<file path="src/rtl/cfs_pkg.sv">
`timescale 1ns / 1ps
// ----------------------------------------------------------------------------
// cfs_pkg
// Shared types and constants of the CSV field splitter.
// ----------------------------------------------------------------------------
package cfs_pkg;

    localparam int OFFSET_BITS_DEFAULT = 32;
    localparam int BYTE_W              = 8;
    localparam int SPAN_W              = 32;

    localparam logic [BYTE_W-1:0] CH_COMMA = 8'h2C;
    localparam logic [BYTE_W-1:0] CH_NL    = 8'h0A;
    localparam logic [BYTE_W-1:0] CH_QUOTE = 8'h22;
    localparam logic [BYTE_W-1:0] CH_SPACE = 8'h20;
    localparam logic [BYTE_W-1:0] CH_CR    = 8'h0D;
    localparam logic [BYTE_W-1:0] CH_TAB   = 8'h09;

    localparam int MODE_W = 3;
    localparam logic [MODE_W-1:0] MODE_LEAD   = 3'd0;
    localparam logic [MODE_W-1:0] MODE_PLAIN  = 3'd1;
    localparam logic [MODE_W-1:0] MODE_QUOTED = 3'd2;
    localparam logic [MODE_W-1:0] MODE_QPEND  = 3'd3;
    localparam logic [MODE_W-1:0] MODE_AFTER  = 3'd4;
    localparam logic [MODE_W-1:0] MODE_HALT   = 3'd5;

    typedef struct packed {
        logic [BYTE_W-1:0] text_byte;
        logic              end_of_text;
    } t_item;

    typedef struct packed {
        logic [SPAN_W-1:0] span_start;
        logic [SPAN_W-1:0] span_end;
        logic              record_end;
        logic              text_done;
        logic              malformed;
    } t_result;

    function automatic logic is_white(input logic [BYTE_W-1:0] b);
        return (b == CH_SPACE) || (b == CH_CR) || (b == CH_TAB);
    endfunction

    function automatic logic is_delim(input logic [BYTE_W-1:0] b);
        return (b == CH_COMMA) || (b == CH_NL);
    endfunction

endpackage

</file>
<file path="src/rtl/cfs_in_stage.sv">
`timescale 1ns / 1ps
// ----------------------------------------------------------------------------
// cfs_in_stage
// Input register: holds one accepted text request until the scanner takes it.
// ----------------------------------------------------------------------------
module cfs_in_stage (
    input  logic           i_clk,
    input  logic           i_rst_n,
    input  logic           i_valid,
    output logic           o_ready,
    input  cfs_pkg::t_item i_item,
    input  logic           i_advance,
    output logic           o_valid,
    output cfs_pkg::t_item o_item
);

    logic           r_valid;
    logic           n_valid;
    cfs_pkg::t_item r_item;
    logic           w_fire;

    assign o_ready = !r_valid || i_advance;
    assign w_fire  = i_valid && o_ready;
    assign n_valid = w_fire ? 1'b1 : (i_advance ? 1'b0 : r_valid);

    always_ff @(posedge i_clk) begin
        if (!i_rst_n) begin
            r_valid <= 1'b0;
        end else begin
            r_valid <= n_valid;
        end
    end

    always_ff @(posedge i_clk) begin
        if (w_fire) begin
            r_item <= i_item;
        end
    end

    assign o_valid = r_valid;
    assign o_item  = r_item;

endmodule

</file>
<file path="src/rtl/cfs_scanner.sv">
`timescale 1ns / 1ps
// ----------------------------------------------------------------------------
// cfs_scanner
// Field scan state: offset, mode and span marks, updated once per request.
// ----------------------------------------------------------------------------
module cfs_scanner #(
    parameter int OFFSET_BITS = cfs_pkg::OFFSET_BITS_DEFAULT
) (
    input  logic             i_clk,
    input  logic             i_rst_n,
    input  logic             i_fire,
    input  cfs_pkg::t_item   i_item,
    output logic             o_res_valid,
    output cfs_pkg::t_result o_result
);

    logic [OFFSET_BITS-1:0]     r_offset, n_offset;
    logic [OFFSET_BITS-1:0]     r_begin, n_begin;
    logic [OFFSET_BITS-1:0]     r_finish, n_finish;
    logic [cfs_pkg::MODE_W-1:0] r_mode, n_mode;

    logic [OFFSET_BITS-1:0]     w_next;
    logic [OFFSET_BITS-1:0]     w_prev;
    logic [OFFSET_BITS-1:0]     w_fin;
    logic [OFFSET_BITS-1:0]     w_s, w_e;
    logic [cfs_pkg::BYTE_W-1:0] w_b;
    logic                       w_quote, w_delim, w_white, w_nl;
    logic                       w_after;
    logic                       w_valid, w_rec, w_done, w_bad;

    assign w_b     = i_item.text_byte;
    assign w_next  = r_offset + OFFSET_BITS'(1);
    assign w_prev  = r_offset - OFFSET_BITS'(1);
    assign w_quote = (w_b == cfs_pkg::CH_QUOTE);
    assign w_nl    = (w_b == cfs_pkg::CH_NL);
    assign w_delim = cfs_pkg::is_delim(w_b);
    assign w_white = cfs_pkg::is_white(w_b);
    assign w_after = ((r_mode == cfs_pkg::MODE_QPEND) && !w_quote)
                     || (r_mode == cfs_pkg::MODE_AFTER);
    assign w_fin   = (r_mode == cfs_pkg::MODE_QPEND) ? w_prev : r_finish;

    always_comb begin
        n_offset = r_offset;
        n_begin  = r_begin;
        n_finish = r_finish;
        n_mode   = r_mode;
        w_valid  = 1'b0;
        w_s      = r_begin;
        w_e      = r_offset;
        w_rec    = 1'b0;
        w_done   = 1'b0;
        w_bad    = 1'b0;
        if (i_item.end_of_text) begin
            w_rec  = 1'b1;
            w_done = 1'b1;
            unique case (r_mode)
                cfs_pkg::MODE_LEAD, cfs_pkg::MODE_PLAIN, cfs_pkg::MODE_QUOTED: begin
                    w_valid = 1'b1;
                end
                cfs_pkg::MODE_QPEND: begin
                    w_valid = 1'b1;
                    w_e     = w_prev;
                end
                cfs_pkg::MODE_AFTER: begin
                    w_valid = 1'b1;
                    w_e     = r_finish;
                end
                default: begin
                    w_valid = 1'b0;
                end
            endcase
            n_offset = '0;
            n_begin  = '0;
            n_finish = '0;
            n_mode   = cfs_pkg::MODE_LEAD;
        end else if (w_after) begin
            n_offset = w_next;
            n_finish = w_fin;
            n_mode   = cfs_pkg::MODE_AFTER;
            w_e      = w_fin;
            if (w_delim) begin
                w_valid = 1'b1;
                w_rec   = w_nl;
                n_begin = w_next;
                n_mode  = cfs_pkg::MODE_LEAD;
            end else if (!w_white) begin
                w_valid = 1'b1;
                w_rec   = 1'b1;
                w_done  = 1'b1;
                w_bad   = 1'b1;
                n_mode  = cfs_pkg::MODE_HALT;
            end
        end else begin
            unique case (r_mode)
                cfs_pkg::MODE_LEAD, cfs_pkg::MODE_PLAIN: begin
                    n_offset = w_next;
                    if (w_delim) begin
                        w_valid = 1'b1;
                        w_rec   = w_nl;
                        n_begin = w_next;
                        n_mode  = cfs_pkg::MODE_LEAD;
                    end else if (r_mode == cfs_pkg::MODE_LEAD) begin
                        if (w_quote) begin
                            n_begin = w_next;
                            n_mode  = cfs_pkg::MODE_QUOTED;
                        end else if (!w_white) begin
                            n_mode = cfs_pkg::MODE_PLAIN;
                        end
                    end
                end
                cfs_pkg::MODE_QUOTED: begin
                    n_offset = w_next;
                    if (w_quote) begin
                        n_mode = cfs_pkg::MODE_QPEND;
                    end
                end
                cfs_pkg::MODE_QPEND: begin
                    n_offset = w_next;
                    n_mode   = cfs_pkg::MODE_QUOTED;
                end
                default: begin
                    n_offset = r_offset;
                end
            endcase
        end
    end

    always_ff @(posedge i_clk) begin
        if (!i_rst_n) begin
            r_offset <= '0;
            r_begin  <= '0;
            r_finish <= '0;
            r_mode   <= cfs_pkg::MODE_LEAD;
        end else if (i_fire) begin
            r_offset <= n_offset;
            r_begin  <= n_begin;
            r_finish <= n_finish;
            r_mode   <= n_mode;
        end
    end

    assign o_res_valid         = i_fire && w_valid;
    assign o_result.span_start = cfs_pkg::SPAN_W'(w_s);
    assign o_result.span_end   = cfs_pkg::SPAN_W'(w_e);
    assign o_result.record_end = w_rec;
    assign o_result.text_done  = w_done;
    assign o_result.malformed  = w_bad;

    a_eot_resets: assert property (@(posedge i_clk) disable iff (!i_rst_n)
        i_fire && i_item.end_of_text |=> (r_offset == '0) && (r_mode == cfs_pkg::MODE_LEAD))
        else $error("end of text did not return scan state to reset");

    a_bad_halts: assert property (@(posedge i_clk) disable iff (!i_rst_n)
        o_res_valid && o_result.malformed |=> (r_mode == cfs_pkg::MODE_HALT))
        else $error("malformed field did not halt the scan");

    a_halt_silent: assert property (@(posedge i_clk) disable iff (!i_rst_n)
        (r_mode == cfs_pkg::MODE_HALT) |-> !o_res_valid)
        else $error("result produced while halted");

    a_done_is_last: assert property (@(posedge i_clk) disable iff (!i_rst_n)
        o_res_valid && o_result.text_done |-> o_result.record_end)
        else $error("final field not marked as end of record");

    a_mode_legal: assert property (@(posedge i_clk) disable iff (!i_rst_n)
        r_mode <= cfs_pkg::MODE_HALT)
        else $error("scan mode outside its code range");

endmodule

</file>
<file path="src/rtl/cfs_out_stage.sv">
`timescale 1ns / 1ps
// ----------------------------------------------------------------------------
// cfs_out_stage
// Result register: holds one field request until the sink takes it.
// ----------------------------------------------------------------------------
module cfs_out_stage (
    input  logic             i_clk,
    input  logic             i_rst_n,
    input  logic             i_load,
    input  cfs_pkg::t_result i_result,
    input  logic             i_ready,
    output logic             o_advance,
    output logic             o_valid,
    output cfs_pkg::t_result o_result
);

    logic             r_valid;
    logic             n_valid;
    cfs_pkg::t_result r_result;

    assign o_advance = !r_valid || i_ready;
    assign n_valid   = i_load ? 1'b1 : (i_ready ? 1'b0 : r_valid);

    always_ff @(posedge i_clk) begin
        if (!i_rst_n) begin
            r_valid <= 1'b0;
        end else begin
            r_valid <= n_valid;
        end
    end

    always_ff @(posedge i_clk) begin
        if (i_load) begin
            r_result <= i_result;
        end
    end

    assign o_valid  = r_valid;
    assign o_result = r_result;

endmodule

</file>
<file path="src/rtl/csv_field_splitter.sv">
`timescale 1ns / 1ps
// ----------------------------------------------------------------------------
// csv_field_splitter
// Splits comma separated text into field spans, one text byte per request.
//
//   channel   dir  width  contents
//   s_axis    in   8+1    tdata: text_byte; tlast: end_of_text
//   m_axis    out  64+1+2 tdata: span_start, span_end; tlast: record_end;
//                         tuser: text_done, malformed
//
// One byte per cycle while m_axis does not stall; a field leaves after its
// delimiter is taken (input register, then scan update into result register).
// All scan state updates in the single scan stage between the two registers.
// Reset is synchronous, active low, and returns the scanner to field start.
// A stalled m_axis holds the result and the scanner; s_axis tready drops in
// the same cycle once the input register is full and cannot advance.
// ----------------------------------------------------------------------------
module csv_field_splitter #(
    parameter int OFFSET_BITS = cfs_pkg::OFFSET_BITS_DEFAULT
) (
    input  logic        i_clk,
    input  logic        i_rst_n,
    input  logic        i_s_axis_tvalid,
    output logic        o_s_axis_tready,
    input  logic [7:0]  i_s_axis_tdata,   // [7:0] text_byte
    input  logic        i_s_axis_tlast,   // end_of_text
    output logic        o_m_axis_tvalid,
    input  logic        i_m_axis_tready,
    output logic [63:0] o_m_axis_tdata,   // [31:0] span_start, [63:32] span_end
    output logic        o_m_axis_tlast,   // record_end
    output logic [1:0]  o_m_axis_tuser    // [0] text_done, [1] malformed
);

    cfs_pkg::t_item   w_in_item;
    cfs_pkg::t_item   w_item;
    cfs_pkg::t_result w_scan_res;
    cfs_pkg::t_result w_out_res;
    logic             w_item_valid;
    logic             w_advance;
    logic             w_res_valid;

    assign w_in_item.text_byte   = i_s_axis_tdata;
    assign w_in_item.end_of_text = i_s_axis_tlast;

    cfs_in_stage u_in (
        .i_clk     (i_clk),
        .i_rst_n   (i_rst_n),
        .i_valid   (i_s_axis_tvalid),
        .o_ready   (o_s_axis_tready),
        .i_item    (w_in_item),
        .i_advance (w_advance),
        .o_valid   (w_item_valid),
        .o_item    (w_item)
    );

    cfs_scanner #(
        .OFFSET_BITS (OFFSET_BITS)
    ) u_scan (
        .i_clk       (i_clk),
        .i_rst_n     (i_rst_n),
        .i_fire      (w_item_valid && w_advance),
        .i_item      (w_item),
        .o_res_valid (w_res_valid),
        .o_result    (w_scan_res)
    );

    cfs_out_stage u_out (
        .i_clk     (i_clk),
        .i_rst_n   (i_rst_n),
        .i_load    (w_res_valid),
        .i_result  (w_scan_res),
        .i_ready   (i_m_axis_tready),
        .o_advance (w_advance),
        .o_valid   (o_m_axis_tvalid),
        .o_result  (w_out_res)
    );

    assign o_m_axis_tdata = {w_out_res.span_end, w_out_res.span_start};
    assign o_m_axis_tlast = w_out_res.record_end;
    assign o_m_axis_tuser = {w_out_res.malformed, w_out_res.text_done};

endmodule
</file>
<file path="config.mk">
export PLATFORM = sky130hd
export DESIGN_NAME = csv_field_splitter
export DESIGN_NICKNAME = d
export VERILOG_FILES = /design/src/rtl/cfs_pkg.sv /design/src/rtl/cfs_in_stage.sv /design/src/rtl/cfs_scanner.sv /design/src/rtl/cfs_out_stage.sv /design/src/rtl/csv_field_splitter.sv
export SDC_FILE = /design/constraint.sdc
export NUM_CORES = 1
export LEC_CHECK = 0
export BUFFER_PORTS_ARGS = -buffer_cell sky130_fd_sc_hd__buf_2
export CORE_MARGIN = 8
export CORE_UTILIZATION = 40
export DETAILED_ROUTE_END_ITERATION = 8
export GPL_TIMING_DRIVEN = 0
export PLACE_DENSITY_LB_ADDON = 0.08
export REMOVE_ABC_BUFFERS = 1
export SKIP_CTS_REPAIR_TIMING = 1
export SYNTH_ARGS = -nofsm -noshare
export SYNTH_HDL_FRONTEND = slang
export SYNTH_SLANG_ARGS = --single-unit
</file>
<file path="constraint.sdc">
create_clock -name i_clk -period 12.26 [get_ports i_clk]
set_input_delay 1.226 -clock i_clk [delete_from_list [all_inputs] [get_ports i_clk]]
set_output_delay 1.226 -clock i_clk [all_outputs]
set_load 0.02 [all_outputs]
</file>
==> out/results.tsv <==
metric	value	unit
avgSynthCellArea	9.72	sq um
maxCapViolations	0	
cts_buffers	17	
end_kind	flop	
crit_type	input port to flop	
finClkSkew	0.0100	ns
root_buffer	clkbuf_16	
worst-endpoint-arrival	4.76	ns
placed_cells	1171	
p_leak	3.73	nW
drtAntennaViolNets	0	
path_delay_family	simple AND/OR/NAND/NOR gates	
synth_top_family_by_area	compound AO/OA/AOI/OAI gates	
met2_usage	30.1	%
p_per_area	127	nW/um^2
synth_xor_area_share	5.27	%
die_area	26600	sq um
drtIter0Drc	605	
power_report.internal_total	0.963	mW
grt_pass1_wl	37.0	mm
cts_tree	yes	
reg2reg_to	u_out.o_result[24]	
nets	931	
use_met3	3.65	%
cts_max_level	4	
cpMaxStageDelayCell	nor2b_1	
min_period_over_period	36.1	%
synth-simple-area-share	18.3	%
drc	0	
synth_common_cells	101 x dfxtp_1, 88 x nand2_1, 76 x edfxtp_1, 65 x clkbuf_1, 54 x nor2_1	
ys_seq_area_share	49.8	%
clk_path_buf_depth	2	
hold_start	u_scan.r_begin[27]	
synthAdderAreaFrac	0.289	%
clkSlewWorstSetupHoldPaths	0.06	ns
ys.flop_type	dfxtp_1	
setup_tns	0	ns
cp_data_required_time	12.60	ns
yosys_warnings	0	
yosys.area.top_type	edfxtp_1	
reg2reg_depth	7	
cp_num_buf_inv	1	
path_max_fanout	55	
grt_use_total	17.4	%
swShare	23.0	%
vias_per_cell	5.88	
synth_compound_area_share	19.1	%
p_total	1.25	mW
synth_edf_count	76	
syn-cell-area	8650	sq um
wl_per_cell	19.1	um
post-synth-top-count-cell	dfxtp_1	
min_period	4.42	ns
clkPwrFrac	44.9	%
clock_latency	0.43	ns
outcome	finished clean	
p_seq_share	50.1	%
yosys.area.top_type_share	26.4	%
start_kind	input port	
slew-limit-headroom	16.3	%
instances_no_fill	1204	
rsz0062_at_grt	no	
slowest_delay	0.84	ns
r2r_slack	8.50	ns
core	21200	sq um
cts.sinks	177	
r2r-start	u_scan.r_mode[1]	
crit_chain	buf_2 > nor2b_1 > nand3_1 > a21oi_1 > nand2_1 > o2bb2ai_1	
synth_seq_cells	177	
ioPinCount	82	
synthMuxAreaShare	2.71	%
combPwrFrac	5.1	%
use_met1	21.0	%
routed_wl	23.0	mm
utilization	46.6	%
dp_slack	7.33	ns
grt.overflow.total	0	
startpoint	i_rst_n	
die_w	163	um
slew_violations	0	
dr.pass1.iters	5	
fin_area	9860	sq um
hold_violations	0	
ys_types	66	
p_sw	0.287	mW
grt_pass1_vias	6992	
num_antenna_cells	0	
start_util	40.9	%
worst_slack	7.84	ns
cp-endpoint	u_scan.r_finish[27]	
area.growth.synth_to_final	14.0	%
peakVddDrop	0.0881	mV
die_h	163	um
holdWs	0.433	ns
crit_cells	6	
antenna_found_initial	0	
dpl_cell_area	9250	sq um
netlist_instances	890	
async_flop_share	0	%
via_count	7074	
io_buffers	81	
place_congestion	0.846	
tightest_slew	1.25	ns
setup_viol	0	
grt_max_degree	56	
fmax	226	MHz
gr-max-usage-layer	met2	
dpl.hpwl	15.6	mm
ys_top_cells_by_area	edfxtp_1 26%, dfxtp_1 23%, nand2_1 3.8%	
fp-row-count	53	
min_path_type	flop to flop	
drive_above_1_share	15.5	%
-- placed cells by master, fill, tap and decap left out, types with 17 or more instances in the layout --
| master | netlist | routed |
|---|---|---|
| dfxtp_1 | 101 | 101 |
| nand2_1 | 88 | 88 |
| buf_2 | 7 | 81 |
| edfxtp_1 | 76 | 76 |
| nor2_1 | 54 | 52 |
| a21oi_1 | 45 | 45 |
| o21ai_0 | 44 | 44 |
| xnor2_1 | 28 | 28 |
| nor3_1 | 26 | 26 |
| o2bb2ai_1 | 25 | 25 |
| xor2_1 | 24 | 24 |
| nand3_1 | 22 | 22 |
| a32o_1 | 22 | 22 |
| mux2i_1 | 20 | 20 |
| clkbuf_16 | 0 | 17 |
-- power by group through the flow --
stage | sequential [mW] | clock [mW] | combinational, mW
floorplan | 0.646 | 0 | 0.0308
global placement | 0.641 | 0 | 0.0575
detailed placement | 0.640 | 0 | 0.0622
CTS | 0.627 | 0.573 | 0.0625
global route | 0.627 | 0.593 | 0.0693
finish | 0.626 | 0.561 | 0.0634
-- flip-flops by register name, indices dropped and copies added (netlist names) --
name             count
u_scan.r_begin      32
u_out.o_result      67
u_in.o_item          9
u_in.o_valid         1
u_scan.r_finish     32
u_scan.r_offset     32
u_out.o_valid        1
u_scan.r_mode        3
-- worst min path at each step --
stage / slack (ns) / cells past startpoint / end
after global routing: 0.44 / 0 / u_out.o_result[63]
after detailed placement: 0.42 / 0 / u_out.o_result[39]
after global placement: 0.42 / 0 / u_out.o_result[66]
after CTS: 0.43 / 0 / u_out.o_result[51]
final: 0.43 / 0 / u_out.o_result[62]
after floorplan: 0.41 / 0 / u_out.o_result[35]
-- cell type report --
cell class / instances / area, sq um
clock buffers: 20 / 437
inverters: 14 / 52.6
multi-input cells: 616 / 3990
flip-flops and latches: 177 / 4300
repair buffers: 90 / 576
fillers: 1958 / 11300
well taps: 275 / 344
clock inverters: 12 / 156
-- per-layer routing --
layer	wire (um)	vias to the layer above	share of wire (%)
li1	-	3370	-
met1	10100	3452	44
met2	11300	219	49
met3	1060	33	4.6
met4	447	0	1.9
met5	0	-	0
-- cell families (layout without fill, tap and decap cells) --
family	after synthesis	in the layout
AO/OA/AOI/OAI	235	235
XOR/XNOR	52	52
adder cells (fa/ha/maj)	2	2
buffers and inverters	97	136
flip-flops	177	177
multiplexers	23	23
AND/OR/NAND/NOR	304	304
No activity file was read; power rests on OpenSTA's default activity.
